$ cat config.mk
export PLATFORM = sky130hd
export DESIGN_NAME = address_lease_pool_core
export DESIGN_NICKNAME = d
export VERILOG_FILES = /design/src/rtl/alp_pkg.sv /design/src/rtl/address_lease_pool_core.sv /design/src/rtl/alp_expiry_mem.sv /design/src/rtl/alp_engine.sv
export SDC_FILE = /design/constraint.sdc
export NUM_CORES = 1
export LEC_CHECK = 0
export BUFFER_PORTS_ARGS = -buffer_cell sky130_fd_sc_hd__buf_4
export CORE_ASPECT_RATIO = 1.4
export CORE_MARGIN = 2
export CORE_UTILIZATION = 65
export CTS_CLUSTER_SIZE = 8
export DETAILED_ROUTE_END_ITERATION = 10
export GPL_TIMING_DRIVEN = 1
export PLACE_DENSITY = 0.91
export SLEW_MARGIN = 30
export SYNTH_ARGS = -nofsm -noshare
export SYNTH_HDL_FRONTEND = slang
export SYNTH_SLANG_ARGS = --single-unit
$ cat constraint.sdc
create_clock -name clk -period 36.3 [get_ports clk]
set_input_delay 1.815 -clock clk [delete_from_list [all_inputs] [get_ports clk]]
set_output_delay 1.815 -clock clk [all_outputs]
set_load 0.005 [all_outputs]
$ cat src/rtl/alp_pkg.sv
// Shared types, widths, codes and reset values for the address lease pool.
// Used by every module of the block; no dependencies.
package alp_pkg;

  localparam int POOL_ENTRIES_DEF = 8;

  localparam int CFG_IDX_W  = 3;
  localparam int CFG_DATA_W = 32;
  localparam int ADDR_W     = 32;
  localparam int TIME_W     = 32;
  localparam int LEASE_W    = 16;
  localparam int USE_W      = 4;
  localparam int CMD_W      = 2;
  localparam int CLS_W      = 2;
  localparam int WANT_W     = 3;
  localparam int PORT_W     = 8;
  localparam int REPLY_W    = 2;

  localparam logic [CFG_IDX_W-1:0] CFG_LEASE_SHORT    = 3'd0;
  localparam logic [CFG_IDX_W-1:0] CFG_LEASE_MEDIUM   = 3'd1;
  localparam logic [CFG_IDX_W-1:0] CFG_LEASE_LONG     = 3'd2;
  localparam logic [CFG_IDX_W-1:0] CFG_ENTRIES_IN_USE = 3'd3;
  localparam logic [CFG_IDX_W-1:0] CFG_BASE_ADDRESS   = 3'd4;

  localparam logic [CMD_W-1:0] CMD_TICK     = 2'd0;
  localparam logic [CMD_W-1:0] CMD_DISCOVER = 2'd1;
  localparam logic [CMD_W-1:0] CMD_REQUEST  = 2'd2;

  localparam logic [CLS_W-1:0] CLS_SENSOR  = 2'd0;
  localparam logic [CLS_W-1:0] CLS_DESKTOP = 2'd1;

  localparam logic [REPLY_W-1:0] RPL_OFFER   = 2'd0;
  localparam logic [REPLY_W-1:0] RPL_ACK     = 2'd1;
  localparam logic [REPLY_W-1:0] RPL_DENIED  = 2'd2;
  localparam logic [REPLY_W-1:0] RPL_IGNORED = 2'd3;

  localparam logic [LEASE_W-1:0] LEASE_SHORT_RST    = 16'd10;
  localparam logic [LEASE_W-1:0] LEASE_MEDIUM_RST   = 16'd30;
  localparam logic [LEASE_W-1:0] LEASE_LONG_RST     = 16'd60;
  localparam logic [USE_W-1:0]   ENTRIES_IN_USE_RST = 4'd3;
  localparam logic [ADDR_W-1:0]  BASE_ADDRESS_RST   = 32'd3232235786;

  typedef struct packed {
    logic [LEASE_W-1:0] lease_short;
    logic [LEASE_W-1:0] lease_medium;
    logic [LEASE_W-1:0] lease_long;
    logic [USE_W-1:0]   entries_in_use;
    logic [ADDR_W-1:0]  base_address;
  } alp_cfg_t;

  function automatic logic [LEASE_W-1:0] lease_for(alp_cfg_t cfg, logic [CLS_W-1:0] cls);
    logic [LEASE_W-1:0] lease;
    case (cls)
      CLS_SENSOR:  lease = cfg.lease_short;
      CLS_DESKTOP: lease = cfg.lease_medium;
      default:     lease = cfg.lease_long;
    endcase
    return lease;
  endfunction

endpackage

$ cat src/rtl/address_lease_pool_core.sv
// Address lease pool: configuration registers, expiry store and lease sequencer.
// Depends on alp_pkg, alp_expiry_mem and alp_engine.
//
// A tick or a discover walks every pool entry through the single read port of the
// expiry store, one entry per cycle, freeing leases that have run out; after a
// discover the lowest free usable entry is granted. A request is checked against
// the active bits at once; an unknown command is dropped. One transaction is
// worked at a time; the result register lets the next transaction start while a
// reply still waits. Expiry values need no clearing after reset: an entry's value
// is used only while its active bit, cleared by reset, is set.
module address_lease_pool_core #(
  parameter int POOL_ENTRIES = alp_pkg::POOL_ENTRIES_DEF
) (
  input  logic                           clk,
  input  logic                           rst,
  input  logic                           cfg_we,
  input  logic [alp_pkg::CFG_IDX_W-1:0]  cfg_index,
  input  logic [alp_pkg::CFG_DATA_W-1:0] cfg_data,
  input  logic                           in_valid,
  output logic                           in_ready,
  input  logic [alp_pkg::CMD_W-1:0]      command,
  input  logic [alp_pkg::CLS_W-1:0]      device_class,
  input  logic [alp_pkg::WANT_W-1:0]     wanted_index,
  input  logic [alp_pkg::PORT_W-1:0]     client_port,
  input  logic [alp_pkg::LEASE_W-1:0]    asked_lease,
  output logic                           out_valid,
  input  logic                           out_ready,
  output logic [alp_pkg::REPLY_W-1:0]    reply,
  output logic [alp_pkg::ADDR_W-1:0]     address,
  output logic [alp_pkg::WANT_W-1:0]     entry_index,
  output logic [alp_pkg::LEASE_W-1:0]    lease_seconds,
  output logic [alp_pkg::CLS_W-1:0]      reply_class,
  output logic [alp_pkg::PORT_W-1:0]     reply_port
);
  import alp_pkg::*;

  localparam int IDX_W = (POOL_ENTRIES > 1) ? $clog2(POOL_ENTRIES) : 1;

  alp_cfg_t          cfg;
  logic              mem_we;
  logic [IDX_W-1:0]  mem_waddr;
  logic [TIME_W-1:0] mem_wdata;
  logic [IDX_W-1:0]  mem_raddr;
  logic [TIME_W-1:0] mem_rdata;

  always_ff @(posedge clk) begin
    if (rst) begin
      cfg.lease_short    <= LEASE_SHORT_RST;
      cfg.lease_medium   <= LEASE_MEDIUM_RST;
      cfg.lease_long     <= LEASE_LONG_RST;
      cfg.entries_in_use <= ENTRIES_IN_USE_RST;
      cfg.base_address   <= BASE_ADDRESS_RST;
    end else if (cfg_we) begin
      case (cfg_index)
        CFG_LEASE_SHORT:    cfg.lease_short    <= cfg_data[LEASE_W-1:0];
        CFG_LEASE_MEDIUM:   cfg.lease_medium   <= cfg_data[LEASE_W-1:0];
        CFG_LEASE_LONG:     cfg.lease_long     <= cfg_data[LEASE_W-1:0];
        CFG_ENTRIES_IN_USE: cfg.entries_in_use <= cfg_data[USE_W-1:0];
        CFG_BASE_ADDRESS:   cfg.base_address   <= cfg_data[ADDR_W-1:0];
        default: begin
        end
      endcase
    end
  end

  alp_expiry_mem #(
    .DEPTH (POOL_ENTRIES),
    .IDX_W (IDX_W)
  ) u_mem (
    .clk   (clk),
    .we    (mem_we),
    .waddr (mem_waddr),
    .wdata (mem_wdata),
    .raddr (mem_raddr),
    .rdata (mem_rdata)
  );

  alp_engine #(
    .POOL_ENTRIES (POOL_ENTRIES),
    .IDX_W        (IDX_W)
  ) u_engine (
    .clk           (clk),
    .rst           (rst),
    .cfg           (cfg),
    .in_valid      (in_valid),
    .in_ready      (in_ready),
    .command       (command),
    .device_class  (device_class),
    .wanted_index  (wanted_index),
    .client_port   (client_port),
    .asked_lease   (asked_lease),
    .out_valid     (out_valid),
    .out_ready     (out_ready),
    .reply         (reply),
    .address       (address),
    .entry_index   (entry_index),
    .lease_seconds (lease_seconds),
    .reply_class   (reply_class),
    .reply_port    (reply_port),
    .mem_we        (mem_we),
    .mem_waddr     (mem_waddr),
    .mem_wdata     (mem_wdata),
    .mem_raddr     (mem_raddr),
    .mem_rdata     (mem_rdata)
  );

endmodule

$ cat src/rtl/alp_expiry_mem.sv
// Expiry second store: one write port, one read port, registered read data.
// Depends on alp_pkg for the time width.
module alp_expiry_mem #(
  parameter int DEPTH = alp_pkg::POOL_ENTRIES_DEF,
  parameter int IDX_W = 3
) (
  input  logic                      clk,
  input  logic                      we,
  input  logic [IDX_W-1:0]          waddr,
  input  logic [alp_pkg::TIME_W-1:0] wdata,
  input  logic [IDX_W-1:0]          raddr,
  output logic [alp_pkg::TIME_W-1:0] rdata
);
  import alp_pkg::*;

  logic [TIME_W-1:0] mem [DEPTH];

  always_ff @(posedge clk) begin
    if (we) begin
      mem[waddr] <= wdata;
    end
  end

  always_ff @(posedge clk) begin
    rdata <= mem[raddr];
  end

endmodule

$ cat src/rtl/alp_engine.sv
// Lease sequencer: seconds counter, active bits, expiry sweep, allocation,
// renewal and the result register. Depends on alp_pkg; reads an expiry store with registered read data.
module alp_engine #(
  parameter int POOL_ENTRIES = alp_pkg::POOL_ENTRIES_DEF,
  parameter int IDX_W        = 3
) (
  input  logic                        clk,
  input  logic                        rst,
  input  alp_pkg::alp_cfg_t           cfg,
  input  logic                        in_valid,
  output logic                        in_ready,
  input  logic [alp_pkg::CMD_W-1:0]   command,
  input  logic [alp_pkg::CLS_W-1:0]   device_class,
  input  logic [alp_pkg::WANT_W-1:0]  wanted_index,
  input  logic [alp_pkg::PORT_W-1:0]  client_port,
  input  logic [alp_pkg::LEASE_W-1:0] asked_lease,
  output logic                        out_valid,
  input  logic                        out_ready,
  output logic [alp_pkg::REPLY_W-1:0] reply,
  output logic [alp_pkg::ADDR_W-1:0]  address,
  output logic [alp_pkg::WANT_W-1:0]  entry_index,
  output logic [alp_pkg::LEASE_W-1:0] lease_seconds,
  output logic [alp_pkg::CLS_W-1:0]   reply_class,
  output logic [alp_pkg::PORT_W-1:0]  reply_port,
  output logic                        mem_we,
  output logic [IDX_W-1:0]            mem_waddr,
  output logic [alp_pkg::TIME_W-1:0]  mem_wdata,
  output logic [IDX_W-1:0]            mem_raddr,
  input  logic [alp_pkg::TIME_W-1:0]  mem_rdata
);
  import alp_pkg::*;

  localparam int CNT_W = $clog2(POOL_ENTRIES + 1);
  localparam int CMP_W = (CNT_W > USE_W) ? CNT_W : USE_W;
  localparam int CAP   = (POOL_ENTRIES < 15) ? POOL_ENTRIES : 15;

  typedef enum logic [2:0] {
    ST_IDLE  = 3'b001,
    ST_SWEEP = 3'b010,
    ST_FIN   = 3'b100
  } state_t;

  state_t                  state;
  logic [TIME_W-1:0]       now;
  logic [POOL_ENTRIES-1:0] active;
  logic [CNT_W-1:0]        scan;
  logic                    pending;
  logic [IDX_W-1:0]        pend_idx;
  logic                    found;
  logic [IDX_W-1:0]        found_idx;
  logic [CMD_W-1:0]        cmd_q;
  logic [CLS_W-1:0]        cls_q;
  logic [PORT_W-1:0]       port_q;

  logic [REPLY_W-1:0]      res_reply;
  logic [ADDR_W-1:0]       res_address;
  logic [WANT_W-1:0]       res_index;
  logic [LEASE_W-1:0]      res_lease;
  logic [CLS_W-1:0]        res_class;
  logic [PORT_W-1:0]       res_port;

  logic [USE_W-1:0]        bound;
  logic [IDX_W-1:0]        want_idx;
  logic                    req_hit;
  logic                    in_acc;
  logic [LEASE_W-1:0]      lease_in;
  logic [LEASE_W-1:0]      lease_q;
  logic [TIME_W-1:0]       diff;
  logic                    expired;
  logic                    free_here;
  logic                    pend_in_range;
  logic                    scan_done;
  logic                    sweep_end;

  assign bound    = (cfg.entries_in_use < USE_W'(CAP)) ? cfg.entries_in_use : USE_W'(CAP);
  assign want_idx = IDX_W'(wanted_index);
  assign req_hit  = (USE_W'(wanted_index) < bound) && active[want_idx];
  assign in_ready = (state == ST_IDLE);
  assign in_acc   = in_valid && in_ready;
  assign lease_in = lease_for(cfg, device_class);
  assign lease_q  = lease_for(cfg, cls_q);

  assign diff          = now - mem_rdata;
  assign expired       = pending && active[pend_idx] && !diff[TIME_W-1];
  assign free_here     = pending && (!active[pend_idx] || expired);
  assign pend_in_range = CMP_W'(pend_idx) < CMP_W'(bound);
  assign scan_done     = (scan == CNT_W'(POOL_ENTRIES));
  assign sweep_end     = (state == ST_SWEEP) && scan_done && !pending;

  assign mem_raddr = scan[IDX_W-1:0];
  assign mem_we    = (in_acc && command == CMD_REQUEST && req_hit) ||
                     (sweep_end && cmd_q == CMD_DISCOVER && found);
  assign mem_waddr = in_acc ? want_idx : found_idx;
  assign mem_wdata = in_acc ? now + TIME_W'(lease_in) : now + TIME_W'(lease_q);

  always_ff @(posedge clk) begin
    if (rst) begin
      state     <= ST_IDLE;
      now       <= '0;
      active    <= '0;
      scan      <= '0;
      pending   <= 1'b0;
      found     <= 1'b0;
      out_valid <= 1'b0;
    end else begin
      if (state == ST_FIN && (!out_valid || out_ready)) begin
        out_valid <= 1'b1;
      end else if (out_valid && out_ready) begin
        out_valid <= 1'b0;
      end
      case (state)
        ST_IDLE: begin
          if (in_acc) begin
            cmd_q  <= command;
            cls_q  <= device_class;
            port_q <= client_port;
            case (command)
              CMD_TICK: begin
                now   <= now + TIME_W'(1);
                scan  <= '0;
                found <= 1'b0;
                state <= ST_SWEEP;
              end
              CMD_DISCOVER: begin
                scan  <= '0;
                found <= 1'b0;
                state <= ST_SWEEP;
              end
              CMD_REQUEST: begin
                res_class <= device_class;
                res_port  <= client_port;
                res_index <= wanted_index;
                if (req_hit) begin
                  res_reply   <= RPL_ACK;
                  res_address <= cfg.base_address + ADDR_W'(wanted_index);
                  res_lease   <= asked_lease;
                end else begin
                  res_reply   <= RPL_IGNORED;
                  res_address <= '0;
                  res_lease   <= '0;
                end
                state <= ST_FIN;
              end
              default: begin
                state <= ST_IDLE;
              end
            endcase
          end
        end
        ST_SWEEP: begin
          if (!scan_done) begin
            scan     <= scan + CNT_W'(1);
            pending  <= 1'b1;
            pend_idx <= scan[IDX_W-1:0];
          end else begin
            pending <= 1'b0;
          end
          if (expired) begin
            active[pend_idx] <= 1'b0;
          end
          if (free_here && pend_in_range && !found) begin
            found     <= 1'b1;
            found_idx <= pend_idx;
          end
          if (sweep_end) begin
            if (cmd_q == CMD_TICK) begin
              state <= ST_IDLE;
            end else begin
              res_class <= cls_q;
              res_port  <= port_q;
              if (found) begin
                active[found_idx] <= 1'b1;
                res_reply         <= RPL_OFFER;
                res_address       <= cfg.base_address + ADDR_W'(found_idx);
                res_index         <= WANT_W'(found_idx);
                res_lease         <= lease_q;
              end else begin
                res_reply   <= RPL_DENIED;
                res_address <= '0;
                res_index   <= '0;
                res_lease   <= '0;
              end
              state <= ST_FIN;
            end
          end
        end
        ST_FIN: begin
          if (!out_valid || out_ready) begin
            state <= ST_IDLE;
          end
        end
        default: begin
          state <= ST_IDLE;
        end
      endcase
    end
  end

  always_ff @(posedge clk) begin
    if (state == ST_FIN && (!out_valid || out_ready)) begin
      reply         <= res_reply;
      address       <= res_address;
      entry_index   <= res_index;
      lease_seconds <= res_lease;
      reply_class   <= res_class;
      reply_port    <= res_port;
    end
  end

endmodule
== After elaboration in Yosys (flattened, before gate mapping) ==
Memories as Yosys holds them, arrays and structs flattened. A register that Yosys moved wholly into a read port is not among the register bits.
Cells that the tools add are included.
Word-level totals
  register bits after elaboration: 278
  bits in latches: 0
  memory bits (writable): 256
  bits in read-only memories: 0
  input bits: 71
  output and inout port bits: 65
  word-level logic and storage cells: 192
  memories: 1
Operators by class
  add/sub/neg operators: 7
  $mul: 0
  div/mod/pow operators: 0
  magnitude comparators: 8
  equality and inequality tests: 21
  shifts and indexed selects: 0
  multiplexer cells: 75
  bitwise logic cells: 5
  reductions and logical operators: 46
Memories
  u_mem.mem: words 8, width 32, rd ports 1, clocked after memory_dff 1, write ports 1, line alp_expiry_mem.sv:16  | logic [TIME_W-1:0] mem [DEPTH];
Operator list (count)
  two-way mux 32 bit: 7
  two-way mux 16 bit: 6
  case mux 16 bit (2 select lines): 3
  two-way mux 8 bit: 10
  adder 32 x 16 -> 32 bit: 2
  adder 32 x 3 -> 32 bit: 2
  case mux 32 bit (2 select lines): 1
  adder 32 x 1 -> 32 bit, second input constant: 1
  subtractor 32 bit: 1
  two-way mux 3 bit: 10
  two-way mux 2 bit: 10
  logical AND 1 bit: 17
  two-way mux 4 bit: 4
  case mux 8 bit (2 select lines): 1
  AND reduction 3 bit: 5
  less-than comparator 3 x 4 -> 1 bit, second input constant: 3
  two-way mux 1 bit: 12
  != test 2 bit, second input constant: 6
  case mux 3 bit (2 select lines): 2
  AND reduction 2 bit: 5
  == test 3 x 2 -> 1 bit, second input constant: 3
  case mux 3 bit (3 select lines): 1
  bitwise AND 8 bit: 1
  == test 2 x 1 -> 1 bit, second input constant: 4
  other kinds (25): 45

== Longest topological paths before layout ==
  depth after elaboration: 13
  depth in mapped cells: 17
  gate-level depth less buffers: 14

== By module ==
Synthesis repeated with hierarchy kept, for this count alone.
Second synthesis, totals
  cells, all modules: 1953
  area total of the unflattened synthesis: 25514.5 um2
Modules (own cells, without submodules)
  alp_engine: instances 1, cells an instance 1212, area each 11577.4 um2, sequential area each 5325.1 um2
  alp_expiry_mem: instances 1, cells an instance 415, area each 10466.3 um2, sequential area each 8328.0 um2
  address_lease_pool_core: instances 1, cells an instance 326, area each 3470.8 um2, sequential area each 1681.6 um2

== Least setup slack after synthesis ==
OpenSTA, ideal clock, no wires.
  path kind: input to register
  from: input port rst
  to: register u_engine.res_address[0], enable pin
  arrival time: 12.006 ns
  required time: 35.480 ns
  setup slack: 23.474 ns
  stages: 3
  path buffers: 2
  path through: clkbuf_1 > clkbuf_1 > a2111oi_0
On the way
  longest elaborated chain between the ends: 2
RTL lines
  start, declared: line address_lease_pool_core.sv:15  | input logic rst,
  inverter 1 bit (no line)
  AND reduction 6 bit (no line)
  end signal, assigned: line alp_engine.sv:135  | res_address <= cfg.base_address + ADDR_W'(wanted_index);
  end signal, assigned: line alp_engine.sv:174  | res_address <= cfg.base_address + ADDR_W'(found_idx);
  end, declared: line alp_engine.sv:56  | logic [ADDR_W-1:0] res_address;
No other way between the ends.
A chain may end at the register's enable or synchronous reset.

== Worst setup path after layout ==
  from: input port in_valid
  to: memory u_mem.mem[2][24] (data pin)
On the way
  longest elaborated chain between the ends: 2
RTL lines
  start, declared: line address_lease_pool_core.sv:19  | input logic in_valid,
  logical AND 1 bit: line alp_engine.sv:79  | assign in_acc = in_valid && in_ready;
  two-way mux 32 bit: line alp_engine.sv:94  | assign mem_wdata = in_acc ? now + TIME_W'(lease_in) : now + TIME_W'(lease_q);
  net mem_wdata[24]: line address_lease_pool_core.sv:42  | logic [TIME_W-1:0] mem_wdata;
  end, declared: line alp_expiry_mem.sv:16
The timed path passes the listed nets, and every way through them passes these cells.

==> impl_metrics.ini <==
[setup_path]
crit_required_ns = 36.64
timing.critical_path.slowest_cell_delay_ns = 0.52
worstSetupPathDepth = 14
cp_max_fo = 39
crit_arrival_ns = 5.33
start_kind = primary input
path_buf_inv = 2
cp-end-kind = flip-flop
critPathTopFamily = compound AO/OA/AOI/OAI gates
timing.rr.end = u_mem.mem[2][24]
criticalPathCategory = primary input to flip-flop
crit_end = u_mem.mem[2][24]
crit_path_start = in_valid
slowest_stage = and2_2
rrSetupSlack_ns = 31.53
critPathMostFrequentCell = o21ai_0
reg2regPathDepth = 14
worstPathCellList = buf_4 > and2_2 > nand2_1 > o21ai_0 > ha_1 > inv_1 > fa_1 > nor2b_1 > o21ai_0 > a21oi_1 > a31o_2 > o211ai_2 > a2111oi_2 > xor2_1
reg2reg_from = u_engine.state[2]

[synth]
synthSimpleGateAreaFrac = 0.129
synth_mux_area_frac = 0.0781
synth_seq_area_share = 0.623
synth_adder_area_share = 0.0324
ys.flop_type = edfxtp_1
yosysWarnings = 0
ys_types = 80
syn_area_per_cell_um2 = 12.1
syn_inst = 2043
synth_nets = 2176
ys_ff_latch = 566
synth_compound_area_frac = 0.0912
synth_top_family_by_area = simple AND/OR/NAND/NOR gates
yosys.area_share.xor_xnor = 0.0213
synth-edff-count = 400
ys_async_sr_fraction = 0
netlist_area_mm2 = 0.0246

[die]
fp.dieH_um = 234
ios = 136
start_util = 0.658
die_area_mm2 = 0.0395
die_w_um = 169
rows = 84
core_mm2 = 0.0374

[cts]
cts_max_level = 3
clk_latency_ns = 0.62
cts_buffers = 80
cts.path.max_buffers = 3
cts_tree = yes
cts_resized = 0
clk_pin_slew_ns = 0.05
cts_sinks = 566
ctsHoldBuffers = 0
cts_setup_buffers = 0
root_buffer = clkbuf_16

[timing]
setup_tns_ns = 0
period_needed_ns = 4.99
slew_headroom = 0.326
finClkSkew_ns = 0.0323
fin_ws_ns = 31.31
final-setup-viol-count = 0
finalHoldViolCount = 0
fin_crit_sh = 0.137
drv_slew = 0
fmaxAchievable_mhz = 201
tightest_slew_ns = 1.01
rsz0062_at_grt = no

[route]
ant_nets = 0
via_per_inst = 6.50
vias = 17700
dr.pass1.iters = 7
route.detailed.drc = 0
drtIter0Drc = 2045
routed_wl_um = 61900
wl_per_cell_um = 22.8

[placed_design]
placed_cell_area_mm2 = 0.0260
gp_congestion = 0.948
place_inst = 2572
dp_hpwl_um = 37600
dp_slack_ns = 30.75
portBuffers = 135

[global_routing]
gr-total-overflow = 0
grt_pass1_vias = 17800
grt_max_degree = 71
antenna_found_initial = 1
grt.total_usage = 0.315
grt_pass1_wl_um = 95400

[finish]
fillers = 2088
final_util = 0.760
drive_gt1_frac = 0.158
finalInstanceArea_mm2 = 0.0284
fin_cells = 2722
final_nets = 2316
syn2layout_area_growth_pct = 15.5

[power]
leakagePower_nw = 10.4
p_per_area_mw_per_mm2 = 51.9
vdd_drop_max_mv = 0.0399

[job]
cap_violations = 0

[min_path]
hold_class = flip-flop to flip-flop

[status]
outcome = finished, final reports clean
==> cells in the final DEF, fill, tap and decap left out, drive strengths merged, types with 25 or more instances in the layout <==
cell    instances
mux4           68
buf           159
dfxtp         166
xnor2          25
inv            56
ha             59
nand2         419
clkbuf        140
mux2i          37
nor2          130
edfxtp        400
nand3          34
and3           33
o21ai         102
xor2           35
a21oi         146
==> metrics by stage <==
step                power (mW)  hold slack [ns]
global placement         0.793            0.401
detailed placement       0.797            0.405
global route              1.52            0.419
finish                    1.48            0.413
floorplan                0.771            0.400
CTS                       1.48            0.415
==> power by group <==
group          total (mW)  switching (mW)  internal (mW)
sequential          0.711         0.00848          0.703
clock               0.691           0.273          0.418
combinational      0.0754          0.0471         0.0282
==> cell families (layout without fill, tap and decap cells) <==
logic type / count (synthesis) / count (layout)
mux: 106 / 106
compound gates: 372 / 372
fa+ha+maj: 62 / 62
buf+inv: 154 / 359
simple gates: 723 / 723
xor+xnor: 60 / 60
flops: 566 / 566
other cells: 0 / 1
==> worst register-to-register path, cell delays in order, from the launching register on <==
cell	delay [ns]
dfxtp_1	0.38
nor3b_2	0.59
and2_2	0.65
nand2_1	0.10
o21ai_0	0.12
ha_1	0.23
inv_1	0.07
fa_1	0.40
nor2b_1	0.13
o21ai_0	0.11
a21oi_1	0.25
a31o_2	0.22
o211ai_2	0.31
a2111oi_2	0.50
xor2_1	0.44
==> flip-flops by register name, indices dropped and copies added, names as in the netlist, 16 cells and up <==
register,count
u_mem.mem,256
cfg,84
u_engine.address,32
u_engine.now,32
u_engine.res_address,32
u_mem.rdata,32
u_engine.lease_seconds,16
u_engine.res_lease,16
==> layer usage <==
metal / track usage / share of wire / up-vias
li1: - / - / 7767
met1: 0.353 / 0.34 / 8457
met2: 0.543 / 0.50 / 1137
met3: 0.0635 / 0.089 / 320
met4: 0.221 / 0.070 / 2
met5: 0 / 0.00019 / -
==> layout make-up <==
type	instances	area [um2]	share of cell area
Inverter	53	199	0.00699
Sequential cell	566	15300	0.539
Clock inverter	7	133	0.00466
Timing Repair Buffer	159	1220	0.0429
Multi-Input combinational cell	1323	8720	0.307
Tap cell	473	592	0.0208
Clock buffer	140	2240	0.0786
Antenna cell	1	2.50	0.0000880
==> Yosys cell counts, drive strengths merged (33+ instances only) <==
| library cell | instances | area, um2 |
|---|---|---|
| nand2 | 419 | 1580 |
| edfxtp | 400 | 12000 |
| dfxtp | 166 | 3320 |
| a21oi | 146 | 734 |
| nor2 | 130 | 488 |
| o21ai | 102 | 510 |
| clkbuf | 74 | 278 |
| mux4 | 68 | 1540 |
| ha | 59 | 738 |
| inv | 53 | 199 |
| mux2i | 37 | 374 |
| xor2 | 35 | 307 |
| nand3 | 34 | 170 |
| and3 | 33 | 206 |
==> how the worst min path moves through the flow <==
stage | from | endpoint | depth (start not counted)
after floorplan | u_engine.res_address[0] | u_engine.address[0] | 0
after global placement | u_engine.res_lease[0] | u_engine.lease_seconds[0] | 0
after detailed placement | u_engine.res_address[19] | u_engine.address[19] | 0
after CTS | u_engine.res_address[24] | u_engine.address[24] | 0
after global routing | u_engine.res_lease[15] | u_engine.lease_seconds[15] | 0
final | u_engine.res_address[24] | u_engine.address[24] | 0
Note: power is estimated with default switching activity, not from simulation.
